==> config.mk <==
export PLATFORM = sky130hd
export DESIGN_NAME = csv_line_field_splitter_top_flat
export DESIGN_NICKNAME = d
export VERILOG_FILES = /design/src/hdl/csvfs_pkg.sv /design/src/hdl/csvfs_if.sv /design/src/hdl/csv_line_field_splitter_top.sv /design/src/hdl/csvfs_front.sv /design/src/hdl/csvfs_queue.sv /design/src/hdl/csvfs_back.sv /design/src/flat_wrapper.sv
export SDC_FILE = /design/constraint.sdc
export NUM_CORES = 1
export LEC_CHECK = 0
export BUFFER_PORTS_ARGS = -buffer_cell sky130_fd_sc_hd__buf_2
export CAP_MARGIN = 0
export CORE_AREA = 3 3 201 203
export DETAILED_ROUTE_END_ITERATION = 10
export DIE_AREA = 0 0 204 206
export SYNTH_ARGS = -nofsm -noshare
export SYNTH_HDL_FRONTEND = slang
export SYNTH_SLANG_ARGS = --single-unit
export TNS_END_PERCENT = 20
==> constraint.sdc <==
create_clock -name clock -period 3.25 [get_ports clock]
set_clock_uncertainty 0.15 [all_clocks]
set_input_delay 0.325 -clock clock [delete_from_list [all_inputs] [get_ports clock]]
set_output_delay 0.325 -clock clock [all_outputs]
set_load 0.005 [all_outputs]
==> src/hdl/csvfs_pkg.sv <==
// ----------------------------------------------------------------------------
// CSV field splitter package
// Character codes, parser modes, command codes and the command word that
// travels from the front end to the back end.
// ----------------------------------------------------------------------------
package csvfs_pkg;

   // character codes
   localparam logic [7:0] QUOTE_CHAR = 8'h22;
   localparam logic [7:0] COMMA_CHAR = 8'h2C;
   localparam logic [7:0] NUL_CHAR   = 8'h00;
   localparam logic [7:0] SPACE_CHAR = 8'h20;
   localparam logic [7:0] TAB_CHAR   = 8'h09;
   localparam logic [7:0] CR_CHAR    = 8'h0D;

   // depth of the command queue between front and back
   localparam int QUEUE_DEPTH = 4;

   // parser modes, one-hot
   typedef enum logic [5:0] {
      MODE_START  = 6'b000001,
      MODE_PLAIN  = 6'b000010,
      MODE_QUOTED = 6'b000100,
      MODE_QSEEN  = 6'b001000,
      MODE_SKIP   = 6'b010000,
      MODE_DEAD   = 6'b100000
   } mode_type;

   // back end actions
   typedef enum logic [1:0] {
      OP_NONE  = 2'd0,   // nothing but a possible line end
      OP_EMIT  = 2'd1,   // one result beat
      OP_HOLD  = 2'd2,   // store a trailing space
      OP_FLUSH = 2'd3    // held spaces, then one byte beat
   } op_type;

   // command word, less the held-space count/index which is sized per instance
   typedef struct packed {
      op_type     op;
      logic [7:0] data;
      logic       valid;
      logic       fend;
      logic       ovf;
      logic       eol;
      logic       lhb;    // line had bytes: field_end on the line-end beat
   } cmd_core_type;

   // space, tab, LF, VT, FF, CR
   function automatic logic is_space(input logic [7:0] c);
      return (c == SPACE_CHAR) || ((c >= TAB_CHAR) && (c <= CR_CHAR));
   endfunction

endpackage

==> src/hdl/csvfs_if.sv <==
// ----------------------------------------------------------------------------
// CSV field splitter channels
// Valid/ready channels for line bytes in and field beats out.
// ----------------------------------------------------------------------------
interface csvfs_req_if;
   logic       valid;
   logic       ready;
   logic [7:0] data_byte;
   logic       has_byte;
   logic       line_last;   // line ends after this beat

   modport source (output valid, data_byte, has_byte, line_last, input ready);
   modport sink   (input valid, data_byte, has_byte, line_last, output ready);
endinterface

interface csvfs_rsp_if;
   logic       valid;
   logic       ready;
   logic [7:0] out_byte;
   logic       byte_valid;
   logic       field_end;
   logic       line_end;
   logic       space_overflow;
   logic       last_of_run;

   modport source (output valid, out_byte, byte_valid, field_end, line_end,
                   space_overflow, last_of_run, input ready);
   modport sink   (input valid, out_byte, byte_valid, field_end, line_end,
                   space_overflow, last_of_run, output ready);
endinterface

==> src/hdl/csv_line_field_splitter_top.sv <==
// ----------------------------------------------------------------------------
// CSV line field splitter
// Splits a CSV line, one byte per beat, into field bytes and field/line ends.
//
//   Channel   Dir  Handshake     Beat contents
//   req_bus   in   valid/ready   data_byte, has_byte, line_last
//   rsp_bus   out  valid/ready   out_byte, byte_valid, field_end, line_end,
//                                space_overflow, last_of_run
//
// The front end takes one beat a cycle while the command queue has room.
// The back end pops a command in its idle state, then sends its result beats;
// each held space flushed is fetched by a registered read of the held-space
// buffer before its beat is sent.
// Synchronous reset clears parser and sequencer state; no clearing pass.
// A stalled result channel fills the queue, then req_bus ready drops.
// ----------------------------------------------------------------------------
module csv_line_field_splitter_top #(
   parameter int MAX_HELD_SPACES = 16
) (
   input  logic        clock,
   input  logic        reset,
   csvfs_req_if.sink   req_bus,
   csvfs_rsp_if.source rsp_bus
);

   localparam int CntW  = $clog2(MAX_HELD_SPACES + 1);
   localparam int CmdW  = $bits(csvfs_pkg::cmd_core_type) + CntW;

   csvfs_pkg::cmd_core_type push_cmd, pop_cmd;
   logic [CntW-1:0]         push_count, pop_count;
   logic [CmdW-1:0]         pop_word;
   logic                    q_push, q_pop, q_full, q_empty;

   csvfs_front #(.MAX_HELD_SPACES(MAX_HELD_SPACES)) u_front (
      .clock     (clock),
      .reset     (reset),
      .req       (req_bus),
      .q_full    (q_full),
      .q_push    (q_push),
      .cmd       (push_cmd),
      .cmd_count (push_count)
   );

   csvfs_queue #(.WIDTH(CmdW), .DEPTH(csvfs_pkg::QUEUE_DEPTH)) u_queue (
      .clock     (clock),
      .reset     (reset),
      .push      (q_push),
      .push_data ({push_cmd, push_count}),
      .full      (q_full),
      .pop       (q_pop),
      .pop_data  (pop_word),
      .empty     (q_empty)
   );

   assign {pop_cmd, pop_count} = pop_word;

   csvfs_back #(.MAX_HELD_SPACES(MAX_HELD_SPACES)) u_back (
      .clock   (clock),
      .reset   (reset),
      .q_empty (q_empty),
      .q_pop   (q_pop),
      .q_cmd   (pop_cmd),
      .q_count (pop_count),
      .rsp     (rsp_bus)
   );

endmodule

==> src/hdl/csvfs_front.sv <==
// ----------------------------------------------------------------------------
// CSV field splitter front end
// Accepts line bytes, runs the parser state and issues one command per beat
// that needs any back end work.
// ----------------------------------------------------------------------------
module csvfs_front #(
   parameter int  MAX_HELD_SPACES = 16,
   localparam int CntW = $clog2(MAX_HELD_SPACES + 1)
) (
   input  logic                  clock,
   input  logic                  reset,
   csvfs_req_if.sink             req,
   input  logic                  q_full,
   output logic                  q_push,
   output csvfs_pkg::cmd_core_type cmd,
   output logic [CntW-1:0]       cmd_count
);

   csvfs_pkg::mode_type mode_ff, mode_in;
   logic [CntW-1:0]     cnt_ff, cnt_in;
   logic                lhb_ff, lhb_in;
   logic                accept;

   assign req.ready = !q_full;
   assign accept    = req.valid && req.ready;

   // parser step
   always_comb begin
      mode_in   = mode_ff;
      cnt_in    = cnt_ff;
      lhb_in    = lhb_ff;
      cmd.op    = csvfs_pkg::OP_NONE;
      cmd.data  = '0;
      cmd.valid = 1'b0;
      cmd.fend  = 1'b0;
      cmd.ovf   = 1'b0;
      cmd.eol   = 1'b0;
      cmd.lhb   = 1'b0;
      cmd_count = '0;
      if (accept) begin
         if (req.has_byte && (mode_ff != csvfs_pkg::MODE_DEAD)) begin
            if (req.data_byte == csvfs_pkg::NUL_CHAR) begin
               // rest of line is ignored
               mode_in = csvfs_pkg::MODE_DEAD;
               cnt_in  = '0;
            end else begin
               lhb_in = 1'b1;
               unique case (mode_ff) inside
                  csvfs_pkg::MODE_PLAIN: begin
                     if (req.data_byte == csvfs_pkg::COMMA_CHAR) begin
                        cnt_in   = '0;
                        cmd.op   = csvfs_pkg::OP_EMIT;
                        cmd.fend = 1'b1;
                        mode_in  = csvfs_pkg::MODE_START;
                     end else if (csvfs_pkg::is_space(req.data_byte)) begin
                        if (cnt_ff < CntW'(MAX_HELD_SPACES)) begin
                           cmd.op    = csvfs_pkg::OP_HOLD;
                           cmd.data  = req.data_byte;
                           cmd_count = cnt_ff;
                           cnt_in    = cnt_ff + CntW'(1);
                        end else begin
                           cmd.op  = csvfs_pkg::OP_EMIT;
                           cmd.ovf = 1'b1;
                        end
                     end else begin
                        cmd.op    = csvfs_pkg::OP_FLUSH;
                        cmd.data  = req.data_byte;
                        cmd.valid = 1'b1;
                        cmd_count = cnt_ff;
                        cnt_in    = '0;
                     end
                  end
                  csvfs_pkg::MODE_QUOTED: begin
                     if (req.data_byte == csvfs_pkg::QUOTE_CHAR) begin
                        mode_in = csvfs_pkg::MODE_QSEEN;
                     end else begin
                        cmd.op    = csvfs_pkg::OP_EMIT;
                        cmd.data  = req.data_byte;
                        cmd.valid = 1'b1;
                     end
                  end
                  csvfs_pkg::MODE_QSEEN, csvfs_pkg::MODE_SKIP: begin
                     if ((mode_ff == csvfs_pkg::MODE_QSEEN) &&
                         (req.data_byte == csvfs_pkg::QUOTE_CHAR)) begin
                        // doubled quote
                        cmd.op    = csvfs_pkg::OP_EMIT;
                        cmd.data  = csvfs_pkg::QUOTE_CHAR;
                        cmd.valid = 1'b1;
                        mode_in   = csvfs_pkg::MODE_QUOTED;
                     end else if (req.data_byte == csvfs_pkg::COMMA_CHAR) begin
                        cmd.op   = csvfs_pkg::OP_EMIT;
                        cmd.fend = 1'b1;
                        mode_in  = csvfs_pkg::MODE_START;
                     end else begin
                        mode_in = csvfs_pkg::MODE_SKIP;
                     end
                  end
                  default: begin
                     // field start, and any stray code
                     if (csvfs_pkg::is_space(req.data_byte)) begin
                        mode_in = csvfs_pkg::MODE_START;
                     end else if (req.data_byte == csvfs_pkg::QUOTE_CHAR) begin
                        mode_in = csvfs_pkg::MODE_QUOTED;
                     end else if (req.data_byte == csvfs_pkg::COMMA_CHAR) begin
                        cmd.op   = csvfs_pkg::OP_EMIT;
                        cmd.fend = 1'b1;
                        mode_in  = csvfs_pkg::MODE_START;
                     end else begin
                        cnt_in    = '0;
                        cmd.op    = csvfs_pkg::OP_EMIT;
                        cmd.data  = req.data_byte;
                        cmd.valid = 1'b1;
                        mode_in   = csvfs_pkg::MODE_PLAIN;
                     end
                  end
               endcase
            end
         end
         // line end closes the last field and clears everything
         if (req.line_last) begin
            cmd.eol = 1'b1;
            cmd.lhb = lhb_in;
            mode_in = csvfs_pkg::MODE_START;
            cnt_in  = '0;
            lhb_in  = 1'b0;
         end
      end
      q_push = accept && ((cmd.op != csvfs_pkg::OP_NONE) || cmd.eol);
   end

   // parser registers
   always_ff @(posedge clock) begin
      if (reset) begin
         mode_ff <= csvfs_pkg::MODE_START;
         cnt_ff  <= '0;
         lhb_ff  <= 1'b0;
      end else begin
         mode_ff <= mode_in;
         cnt_ff  <= cnt_in;
         lhb_ff  <= lhb_in;
      end
   end

   // held count never passes the buffer size
   a_cnt_bound: assert property (@(posedge clock) disable iff (reset)
      cnt_ff <= CntW'(MAX_HELD_SPACES))
      else $error("held space count beyond buffer size");

endmodule

==> src/hdl/csvfs_queue.sv <==
// ----------------------------------------------------------------------------
// CSV field splitter command queue
// Small flip-flop FIFO between front and back end.
// ----------------------------------------------------------------------------
module csvfs_queue #(
   parameter int  WIDTH = 16,
   parameter int  DEPTH = 4,
   localparam int PtrW  = (DEPTH > 1) ? $clog2(DEPTH) : 1,
   localparam int LvlW  = $clog2(DEPTH + 1)
) (
   input  logic             clock,
   input  logic             reset,
   input  logic             push,
   input  logic [WIDTH-1:0] push_data,
   output logic             full,
   input  logic             pop,
   output logic [WIDTH-1:0] pop_data,
   output logic             empty
);

   logic [WIDTH-1:0] slot_ff [DEPTH];
   logic [PtrW-1:0]  wr_ptr_ff, wr_ptr_in;
   logic [PtrW-1:0]  rd_ptr_ff, rd_ptr_in;
   logic [LvlW-1:0]  level_ff, level_in;

   assign full     = (level_ff == LvlW'(DEPTH));
   assign empty    = (level_ff == '0);
   assign pop_data = slot_ff[rd_ptr_ff];

   // pointers and fill level
   always_comb begin
      wr_ptr_in = wr_ptr_ff;
      rd_ptr_in = rd_ptr_ff;
      level_in  = level_ff;
      if (push) begin
         wr_ptr_in = (wr_ptr_ff == PtrW'(DEPTH - 1)) ? '0 : wr_ptr_ff + PtrW'(1);
      end
      if (pop) begin
         rd_ptr_in = (rd_ptr_ff == PtrW'(DEPTH - 1)) ? '0 : rd_ptr_ff + PtrW'(1);
      end
      if (push && !pop) begin
         level_in = level_ff + LvlW'(1);
      end else if (pop && !push) begin
         level_in = level_ff - LvlW'(1);
      end
   end

   always_ff @(posedge clock) begin
      if (reset) begin
         wr_ptr_ff <= '0;
         rd_ptr_ff <= '0;
         level_ff  <= '0;
      end else begin
         wr_ptr_ff <= wr_ptr_in;
         rd_ptr_ff <= rd_ptr_in;
         level_ff  <= level_in;
      end
   end

   // storage
   always_ff @(posedge clock) begin
      if (push) begin
         slot_ff[wr_ptr_ff] <= push_data;
      end
   end

   a_no_underflow: assert property (@(posedge clock) disable iff (reset)
      pop |-> !empty)
      else $error("command queue popped while empty");

endmodule

==> src/hdl/csvfs_back.sv <==
// ----------------------------------------------------------------------------
// CSV field splitter back end
// Runs queued commands: keeps the held-space buffer, flushes it and drives
// the registered result channel.
// ----------------------------------------------------------------------------
module csvfs_back #(
   parameter int  MAX_HELD_SPACES = 16,
   localparam int CntW = $clog2(MAX_HELD_SPACES + 1),
   localparam int IdxW = (MAX_HELD_SPACES > 1) ? $clog2(MAX_HELD_SPACES) : 1
) (
   input  logic                    clock,
   input  logic                    reset,
   input  logic                    q_empty,
   output logic                    q_pop,
   input  csvfs_pkg::cmd_core_type q_cmd,
   input  logic [CntW-1:0]         q_count,
   csvfs_rsp_if.source             rsp
);

   typedef enum logic [4:0] {
      ST_IDLE  = 5'b00001,
      ST_FETCH = 5'b00010,
      ST_HELD  = 5'b00100,
      ST_MAIN  = 5'b01000,
      ST_LEND  = 5'b10000
   } state_type;

   state_type               state_ff, state_in;
   csvfs_pkg::cmd_core_type cmd_ff, cmd_in;
   logic [CntW-1:0]         cnt_ff, cnt_in;
   logic [CntW-1:0]         idx_ff, idx_in;
   logic [CntW-1:0]         idx_next;

   logic [7:0]              held_mem [MAX_HELD_SPACES];
   logic [7:0]              held_rd_ff;
   logic                    mem_we;
   logic                    mem_re;

   logic                    slot_free;
   logic                    load;
   logic                    out_valid_ff, out_valid_in;
   logic [7:0]              out_byte_ff, out_byte_in;
   logic                    out_bvalid_ff, out_bvalid_in;
   logic                    out_fend_ff, out_fend_in;
   logic                    out_lend_ff, out_lend_in;
   logic                    out_ovf_ff, out_ovf_in;
   logic                    out_last_ff, out_last_in;

   assign slot_free = !out_valid_ff || rsp.ready;
   assign idx_next  = idx_ff + CntW'(1);

   // command sequencer
   always_comb begin
      state_in      = state_ff;
      cmd_in        = cmd_ff;
      cnt_in        = cnt_ff;
      idx_in        = idx_ff;
      q_pop         = 1'b0;
      mem_we        = 1'b0;
      mem_re        = 1'b0;
      load          = 1'b0;
      out_byte_in   = out_byte_ff;
      out_bvalid_in = out_bvalid_ff;
      out_fend_in   = out_fend_ff;
      out_lend_in   = out_lend_ff;
      out_ovf_in    = out_ovf_ff;
      out_last_in   = out_last_ff;
      unique case (state_ff)
         ST_IDLE: begin
            if (!q_empty) begin
               q_pop  = 1'b1;
               cmd_in = q_cmd;
               cnt_in = q_count;
               idx_in = '0;
               case (q_cmd.op)
                  csvfs_pkg::OP_HOLD: begin
                     mem_we   = 1'b1;
                     state_in = q_cmd.eol ? ST_LEND : ST_IDLE;
                  end
                  csvfs_pkg::OP_FLUSH: begin
                     state_in = (q_count != '0) ? ST_FETCH : ST_MAIN;
                  end
                  csvfs_pkg::OP_EMIT: begin
                     state_in = ST_MAIN;
                  end
                  default: begin
                     state_in = ST_LEND;
                  end
               endcase
            end
         end
         ST_FETCH: begin
            mem_re   = 1'b1;
            state_in = ST_HELD;
         end
         ST_HELD: begin
            if (slot_free) begin
               load          = 1'b1;
               out_byte_in   = held_rd_ff;
               out_bvalid_in = 1'b1;
               out_fend_in   = 1'b0;
               out_lend_in   = 1'b0;
               out_ovf_in    = 1'b0;
               out_last_in   = 1'b0;
               idx_in        = idx_next;
               state_in      = (idx_next < cnt_ff) ? ST_FETCH : ST_MAIN;
            end
         end
         ST_MAIN: begin
            if (slot_free) begin
               load          = 1'b1;
               out_byte_in   = cmd_ff.data;
               out_bvalid_in = cmd_ff.valid;
               out_fend_in   = cmd_ff.fend;
               out_lend_in   = 1'b0;
               out_ovf_in    = cmd_ff.ovf;
               out_last_in   = !cmd_ff.eol;
               state_in      = cmd_ff.eol ? ST_LEND : ST_IDLE;
            end
         end
         ST_LEND: begin
            if (slot_free) begin
               load          = 1'b1;
               out_byte_in   = '0;
               out_bvalid_in = 1'b0;
               out_fend_in   = cmd_ff.lhb;
               out_lend_in   = 1'b1;
               out_ovf_in    = 1'b0;
               out_last_in   = 1'b1;
               state_in      = ST_IDLE;
            end
         end
         default: begin
            state_in = ST_IDLE;
         end
      endcase
      out_valid_in = load ? 1'b1 : (out_valid_ff && !rsp.ready);
   end

   // control registers
   always_ff @(posedge clock) begin
      if (reset) begin
         state_ff     <= ST_IDLE;
         out_valid_ff <= 1'b0;
      end else begin
         state_ff     <= state_in;
         out_valid_ff <= out_valid_in;
      end
   end

   // payload registers
   always_ff @(posedge clock) begin
      cmd_ff        <= cmd_in;
      cnt_ff        <= cnt_in;
      idx_ff        <= idx_in;
      out_byte_ff   <= out_byte_in;
      out_bvalid_ff <= out_bvalid_in;
      out_fend_ff   <= out_fend_in;
      out_lend_ff   <= out_lend_in;
      out_ovf_ff    <= out_ovf_in;
      out_last_ff   <= out_last_in;
   end

   // held-space buffer, registered read
   always_ff @(posedge clock) begin
      if (mem_we) begin
         held_mem[q_count[IdxW-1:0]] <= q_cmd.data;
      end
      if (mem_re) begin
         held_rd_ff <= held_mem[idx_ff[IdxW-1:0]];
      end
   end

   assign rsp.valid          = out_valid_ff;
   assign rsp.out_byte       = out_byte_ff;
   assign rsp.byte_valid     = out_bvalid_ff;
   assign rsp.field_end      = out_fend_ff;
   assign rsp.line_end       = out_lend_ff;
   assign rsp.space_overflow = out_ovf_ff;
   assign rsp.last_of_run    = out_last_ff;

   // flush only reads entries that were stored for this field
   a_fetch_in_range: assert property (@(posedge clock) disable iff (reset)
      (state_ff == ST_FETCH) |-> (idx_ff < cnt_ff))
      else $error("held buffer read past stored count");

   // the line-end beat always closes its item's run
   a_lend_last: assert property (@(posedge clock) disable iff (reset)
      (rsp.valid && rsp.line_end) |-> rsp.last_of_run)
      else $error("line end beat without last_of_run");

endmodule
==> src/flat_wrapper.sv <==
// flat-port wrapper written by rule: the top's interface ports become plain ports
module csv_line_field_splitter_top_flat 
#(
   parameter int MAX_HELD_SPACES = 16
)
  (clock, reset, req_bus_valid, req_bus_data_byte, req_bus_has_byte, req_bus_line_last, req_bus_ready, rsp_bus_valid, rsp_bus_out_byte, rsp_bus_byte_valid, rsp_bus_field_end, rsp_bus_line_end, rsp_bus_space_overflow, rsp_bus_last_of_run, rsp_bus_ready);
  csvfs_req_if req_bus_i ();
  csvfs_rsp_if rsp_bus_i ();
  input  logic clock;
  input  logic reset;
  input wire logic [$bits(req_bus_i.valid)-1:0] req_bus_valid;
  input wire logic [$bits(req_bus_i.data_byte)-1:0] req_bus_data_byte;
  input wire logic [$bits(req_bus_i.has_byte)-1:0] req_bus_has_byte;
  input wire logic [$bits(req_bus_i.line_last)-1:0] req_bus_line_last;
  output wire logic [$bits(req_bus_i.ready)-1:0] req_bus_ready;
  output wire logic [$bits(rsp_bus_i.valid)-1:0] rsp_bus_valid;
  output wire logic [$bits(rsp_bus_i.out_byte)-1:0] rsp_bus_out_byte;
  output wire logic [$bits(rsp_bus_i.byte_valid)-1:0] rsp_bus_byte_valid;
  output wire logic [$bits(rsp_bus_i.field_end)-1:0] rsp_bus_field_end;
  output wire logic [$bits(rsp_bus_i.line_end)-1:0] rsp_bus_line_end;
  output wire logic [$bits(rsp_bus_i.space_overflow)-1:0] rsp_bus_space_overflow;
  output wire logic [$bits(rsp_bus_i.last_of_run)-1:0] rsp_bus_last_of_run;
  input wire logic [$bits(rsp_bus_i.ready)-1:0] rsp_bus_ready;
  assign req_bus_i.valid = req_bus_valid;
  assign req_bus_i.data_byte = req_bus_data_byte;
  assign req_bus_i.has_byte = req_bus_has_byte;
  assign req_bus_i.line_last = req_bus_line_last;
  assign req_bus_ready = req_bus_i.ready;
  assign rsp_bus_valid = rsp_bus_i.valid;
  assign rsp_bus_out_byte = rsp_bus_i.out_byte;
  assign rsp_bus_byte_valid = rsp_bus_i.byte_valid;
  assign rsp_bus_field_end = rsp_bus_i.field_end;
  assign rsp_bus_line_end = rsp_bus_i.line_end;
  assign rsp_bus_space_overflow = rsp_bus_i.space_overflow;
  assign rsp_bus_last_of_run = rsp_bus_i.last_of_run;
  assign rsp_bus_i.ready = rsp_bus_ready;
  csv_line_field_splitter_top #(.MAX_HELD_SPACES(MAX_HELD_SPACES)) u_core (.clock(clock), .reset(reset), .req_bus(req_bus_i), .rsp_bus(rsp_bus_i));
endmodule
# Word-level counts from Yosys, hierarchy flattened
# Memories as Yosys holds them, arrays and structs flattened. A register that Yosys moved wholly into a read port is not among the register bits.
# Index checks and enable logic that the tools add are counted.
[word_totals]
n_memories = 2
ram_bits = 208
rom_bits = 0
reg_bits = 61
latch_bits = 0
wordCells = 211
[memory_table]
columns = ["memory", "depth", "width", "read_ports", "rd_clocked_by_memory_dff", "write_ports", "line_no", "rtl"]
rows = [
  ["u_core.u_back.held_mem", 16, 8, 1, 1, 1, "csvfs_back.sv:34", "logic [7:0] held_mem [MAX_HELD_SPACES];"],
  ["u_core.u_queue.slot_ff", 4, 20, 1, 1, 1, "csvfs_queue.sv:21", "logic [WIDTH-1:0] slot_ff [DEPTH];"],
]
[classes]
muxes = 104
n_reduce_logical = 40
multipliers = 0
div = 0
bitwise = 1
n_lt_le_gt_ge = 4
n_addsub = 6
n_eq_ne = 32
n_shift = 0
[ops]
columns = ["cell", "count"]
rows = [
  ["$mux W5", 25],
  ["$mux W6", 6],
  ["$pmux W11 S3", 1],
  ["$mux W1", 32],
  ["$mux W8", 4],
  ["$mux W13", 2],
  ["$pmux W5 S5", 1],
  ["$eq A8 B6 Y1 const B", 3],
  ["$pmux W8 S3", 1],
  ["$mux W11", 2],
  ["$mux W10", 2],
  ["$pmux W5 S2", 2],
  ["$mux W9", 2],
  ["$pmux W6 S3", 1],
  ["$mux W2", 8],
  ["$mux W15", 1],
  ["$pmux W5 S3", 1],
  ["$mux W3", 4],
  ["$ne A4 B4 Y1 const B", 3],
  ["$pmux W1 S3", 4],
  ["$reduce_and A4 Y1", 3],
  ["$reduce_bool A2 Y1", 6],
  ["$add A5 B1 Y5 const B", 2],
  ["$reduce_and A3 Y1", 3],
  ["40 further kinds", 68],
]

# Depth between registers and ports, before layout
[depth]
depth_word = 16
depth_mapped = 13
mapped_depth_nobuf = 12

# Modules after synthesis
# A second synthesis with hierarchy kept.
[hier_totals]
hier_cells = 647
hier_area_um2 = 11498.5
[by_module_without_submodules]
columns = ["module", "n_inst", "cells_per_inst", "area_each_um2", "seq_area_each_um2"]
rows = [
  ["csvfs_back", 1, 341, 7058.0, 5285.1],
  ["csvfs_queue", 1, 148, 3325.7, 2582.5],
  ["csvfs_front", 1, 158, 1114.8, 240.2],
]

# Worst setup path before layout
# Ideal clock, no wire load.
[synth_timing]
path_type = "register -> register"
from = "reg u_core.u_front.mode_ff[3]"
to = "reg u_core.u_queue.level_ff[2]"
path_buffers = 0
t_arrival_ps = 2850
required_time_ps = 3029
path_stages_with_launch = 13
path_slack_ps = 180
synth_period_minus_slack_ps = 3070
cell_sequence = "dfxtp_1 -> or2_4 -> nor4b_4 -> nand2_2 -> or3_1 -> o211a_2 -> inv_2 -> ha_1 -> inv_1 -> fa_1 -> xor2_1 -> or3_1 -> a21oi_1"
[synth_between]
elab_chain_len = 13
elab_cells_between_ends = 21
[synth_lines]
columns = ["item", "line_no", "rtl"]
rows = [
  ["start, declared", "csvfs_front.sv:19", "csvfs_pkg::mode_type mode_ff, mode_in;"],
  ["start signal, assigned", "csvfs_front.sv:134", "mode_ff <= csvfs_pkg::MODE_START;"],
  ["start signal, assigned", "csvfs_front.sv:138", "mode_ff <= mode_in;"],
  ["$eq A6 B4 Y1", "csvfs_front.sv:83", "if ((mode_ff == csvfs_pkg::MODE_QSEEN) &&"],
  ["$logic_and A1 B1 Y1", "csvfs_front.sv:83", ""],
  ["$mux W1", "csvfs_front.sv:83", ""],
  ["$pmux W11 S3", "csvfs_front.sv:48", "unique case (mode_ff) inside"],
  ["$mux W13", "csvfs_front.sv:42", "if (req.data_byte == csvfs_pkg::NUL_CHAR) begin"],
  ["$mux W13 (*)", "csvfs_front.sv:41", "if (req.has_byte && (mode_ff != csvfs_pkg::MODE_DEAD)) begin"],
  ["$mux W15 (*)", "csvfs_front.sv:40", "if (accept) begin"],
  ["$reduce_bool A2 Y1 (*)", "csvfs_front.sv:128", "q_push = accept && ((cmd.op != csvfs_pkg::OP_NONE) || cmd.eol);"],
  ["$logic_or A1 B1 Y1 (*)", "csvfs_front.sv:128", ""],
  ["$logic_and A1 B1 Y1 (*)", "csvfs_front.sv:128", ""],
  ["named net u_core.q_push", "csv_line_field_splitter_top.sv:32", "logic q_push, q_pop, q_full, q_empty;"],
  ["$logic_not A1 Y1", "csvfs_queue.sv:43", "end else if (pop && !push) begin"],
  ["$logic_and A1 B1 Y1", "csvfs_queue.sv:43", ""],
  ["$reduce_bool A2 Y1 (no line)", "--", ""],
  ["end signal, assigned", "csvfs_queue.sv:56", "level_ff <= level_in;"],
  ["end, declared", "csvfs_queue.sv:24", "logic [LvlW-1:0] level_ff, level_in;"],
]
# The timed path passes the listed nets; every way through them passes the cells marked *.
# A chain may end at the register's enable or synchronous reset.

# Final worst setup path
[layout_timing]
from = "reg u_core.u_front.mode_ff[5]"
to = "reg u_core.u_queue.level_ff[2]"
# Same word-level chain as after synthesis.

==> impl_metrics.json <==
{
  "drt_wl_total_mm": 23.8,
  "crit_path_max_fanout": 5,
  "setup_viol": 0,
  "critical_path_depth": 12,
  "nFillCells": 3646,
  "syn_to_final_growth_pct": 17.4,
  "irDropWorstVdd_uv": 393,
  "required_ns": 3.56,
  "drc": 0,
  "rsz0062_at_grt": "no",
  "p_int_w": 0.00757,
  "relSlewSlack": 0.298,
  "rows": 72,
  "antenna_cells": 0,
  "fin_nets": 850,
  "dp.cells": 1310,
  "syn_nets": 764,
  "p_comb_frac": 0.260,
  "swShare": 0.298,
  "cts.clk_slew.worst_paths_ns": 0.06,
  "gp_congestion": 0.855,
  "cts_buffers": 28,
  "final_cell_mix": "edfxtp_1, nor2_1, buf_4",
  "synth_edf_count": 252,
  "hp-start": "req_bus_data_byte[4]",
  "dp_hpwl_mm": 16.0,
  "seqPwrFrac": 0.447,
  "final_common_cell": "edfxtp_1",
  "grt_antenna_before_repair": 0,
  "reg2reg_from": "u_core.u_front.mode_ff[5]$_SDFFE_PP0P_",
  "cap_viol_max_count": 0,
  "synth_ff_type": "edfxtp_1",
  "grt_pass1_vias": 6473,
  "worst_pin_slew_ns": 1.04,
  "hold_viol_final": 0,
  "fin_util": 0.352,
  "grt_pass1_wl_mm": 37.3,
  "start_util": 0.300,
  "cp_top_family": "simple AND/OR/NAND/NOR gates",
  "crit_path_end_kind": "flip-flop",
  "critPathMaxStageDelay_ns": 0.38,
  "h-tree-depth": 1,
  "insertion_delay_ns": 0.54,
  "p_clk_frac": 0.293,
  "stdcell_count": 1362,
  "die_h_um": 206,
  "io_buffer_count": 28,
  "cp_data_arrival_time_ns": 3.37,
  "cp_cell_sequence": "or2_4 > nor4b_4 > nand2_2 > or3_4 > o211a_2 > inv_2 > ha_1 > inv_1 > fa_1 > xor2_1 > or3_1 > a21oi_1",
  "tritoncts": "yes",
  "finalMaxSlewViolations": 0,
  "regArea_sq_mm": 0.00811,
  "whs_path_depth": 2,
  "startpoint_type": "flip-flop",
  "cp_num_buf_inv": 2,
  "hp-class": "input port to flip-flop",
  "r2r_cells": 12,
  "clk_path_buf_depth": 3,
  "first_pass_iters": 6,
  "grt.total_usage": 0.113,
  "seq_area_frac_synth": 0.699,
  "multi_input_area_sq_mm": 0.00331,
  "synthArstFlopShare": 0,
  "final.period_utilization": 0.940,
  "final.min_clock_period_ns": 3.06,
  "drt-initial-drc-count": 546,
  "cts_sinks": 279,
  "p_switching_w": 0.00321,
  "crit_type": "flip-flop to flip-flop",
  "cts_setup_buffers": 0,
  "fmax_ghz": 0.327,
  "via_count": 6537,
  "syn-instance-count": 737,
  "grt_max_degree": 31,
  "core_sq_mm": 0.0386,
  "die_x_um": 204,
  "io_pins": 29,
  "post_route_cells_drive_above_1_share": 0.226,
  "die_area_sq_mm": 0.0420,
  "wl_per_cell_um": 17.5,
  "overflow": 0,
  "ys_types": 67,
  "synth_area_sq_mm": 0.0116,
  "power_density_mw_per_mm2": 792,
  "startpoint": "u_core.u_front.mode_ff[5]$_SDFFE_PP0P_",
  "cp_slowest_cell": "or3_4",
  "ant_nets": 0,
  "ys_seq_elements": 279,
  "vias_per_cell": 4.80,
  "clockRootBuffer": "clkbuf_16",
  "yosysWarningCount": 0,
  "syn_avg_cell_area_sq_um": 15.7,
  "status": "finished, final reports clean",
  "p_leak_nw": 4.64,
  "finalSetupTns_ns": 0
}
-- cells in the mapped netlist, types with 11 or more instances --
master	n	area share
dfxtp_1	27	0.047
ha_1	12	0.013
nand2b_1	12	0.0065
o21ai_0	32	0.014
a21oi_1	26	0.011
nand2_1	31	0.010
edfxtp_1	252	0.65
inv_1	18	0.0058
clkbuf_1	20	0.0065
a22oi_1	11	0.0071
nor3_1	12	0.0052
and2_1	18	0.0097
mux4_2	36	0.070
mux2i_1	29	0.025
nor2_1	55	0.018
-- stage by stage --
step / total power [W] / area (sq um) / setup WS, ns / hold WS (ns)
2_1_floorplan: 0.00675 / 11600 / 0.180 / 0.304
3_3_place_gp: 0.00769 / 12700 / 0.0717 / 0.320
3_5_place_dp: 0.00773 / 12700 / 0.0623 / 0.328
4_1_cts: 0.0109 / 13600 / 0.0768 / 0.0269
5_1_grt: 0.0113 / 13600 / 0.0106 / 0.0548
6_report: 0.0108 / 13600 / 0.194 / 0.0519
-- state kept, by name, summed over array words and instances (netlist names), named ones only --
register / flops
u_core.u_back.cnt_ff: 5
u_core.u_back.rsp.out_byte: 8
u_core.u_queue.level_ff: 3
u_core.u_back.cmd_ff: 13
u_core.u_front.mode_ff: 6
u_core.u_queue.slot_ff: 80
u_core.u_back.idx_ff: 5
u_core.u_front.lhb_ff: 1
u_core.u_back.rsp.last_of_run: 1
u_core.u_front.cnt_ff: 5
u_core.u_back.rsp.line_end: 1
u_core.u_back.rsp.field_end: 1
u_core.u_back.rsp.space_overflow: 1
u_core.u_queue.rd_ptr_ff: 2
u_core.u_back.held_mem: 128
u_core.u_back.held_rd_ff: 8
u_core.u_back.state_ff: 5
u_core.u_back.rsp.valid: 1
u_core.u_queue.wr_ptr_ff: 2
u_core.u_back.rsp.byte_valid: 1
-- power by group through the flow --
stage | Combinational [W] | Clock (W) | Sequential, W
3_3_place_gp | 0.00280 | 0 | 0.00489
2_1_floorplan | 0.00193 | 0 | 0.00482
6_report | 0.00280 | 0.00316 | 0.00482
5_1_grt | 0.00310 | 0.00338 | 0.00486
3_5_place_dp | 0.00283 | 0 | 0.00490
4_1_cts | 0.00284 | 0.00324 | 0.00482
-- final cells by class --
| type | count | share of cell area |
|---|---|---|
| Clock buffer | 33 | 0.0528 |
| Clock inverter | 18 | 0.0140 |
| Inverter | 19 | 0.00524 |
| Multi-Input combinational cell | 411 | 0.243 |
| Sequential cell | 279 | 0.596 |
| Tap cell | 518 | 0.0476 |
| Timing Repair Buffer | 84 | 0.0414 |
-- worst paths after layout --
path         slack [ns]                                 endpoint
min                0.05  u_core.u_queue.slot_ff[2][14]$_DFFE_PP_
max reg2reg        0.19  u_core.u_queue.level_ff[2]$_SDFFE_PP0P_
max                0.19  u_core.u_queue.level_ff[2]$_SDFFE_PP0P_
min reg2reg        0.34                                flip-flop
-- cells by family (layout without fill, tap and decap cells) --
group | count (synthesis) | in the layout | synth area share
flops | 279 | 279 | 0.699
compound gates | 121 | 121 | 0.0693
fa+ha+maj | 13 | 13 | 0.0147
buf+inv | 47 | 154 | 0.0165
xor+xnor | 9 | 9 | 0.00680
mux | 73 | 73 | 0.103
simple gates | 195 | 195 | 0.0907
-- metal layers --
metal / part of all wire / wire length [um] / up-vias / global-route usage
met2: 0.46 / 10900 / 133 / 0.180
met3: 0.039 / 938 / 36 / 0.0146
li1: - / - / 3069 / -
met1: 0.48 / 11500 / 3299 / 0.164
met5: 0 / 0 / - / 0
met4: 0.020 / 488 / 0 / 0.0324
-- timing repair --
| action | in CTS | in global routing |
|---|---|---|
| setup endpoints to repair | 0 | 1 |
| endpoints found under the hold margin | 2 | 0 |
| hold buffers | 1 | 0 |
| gates resized for setup | 0 | 5 |
Power figures use the tool's default switching activity.
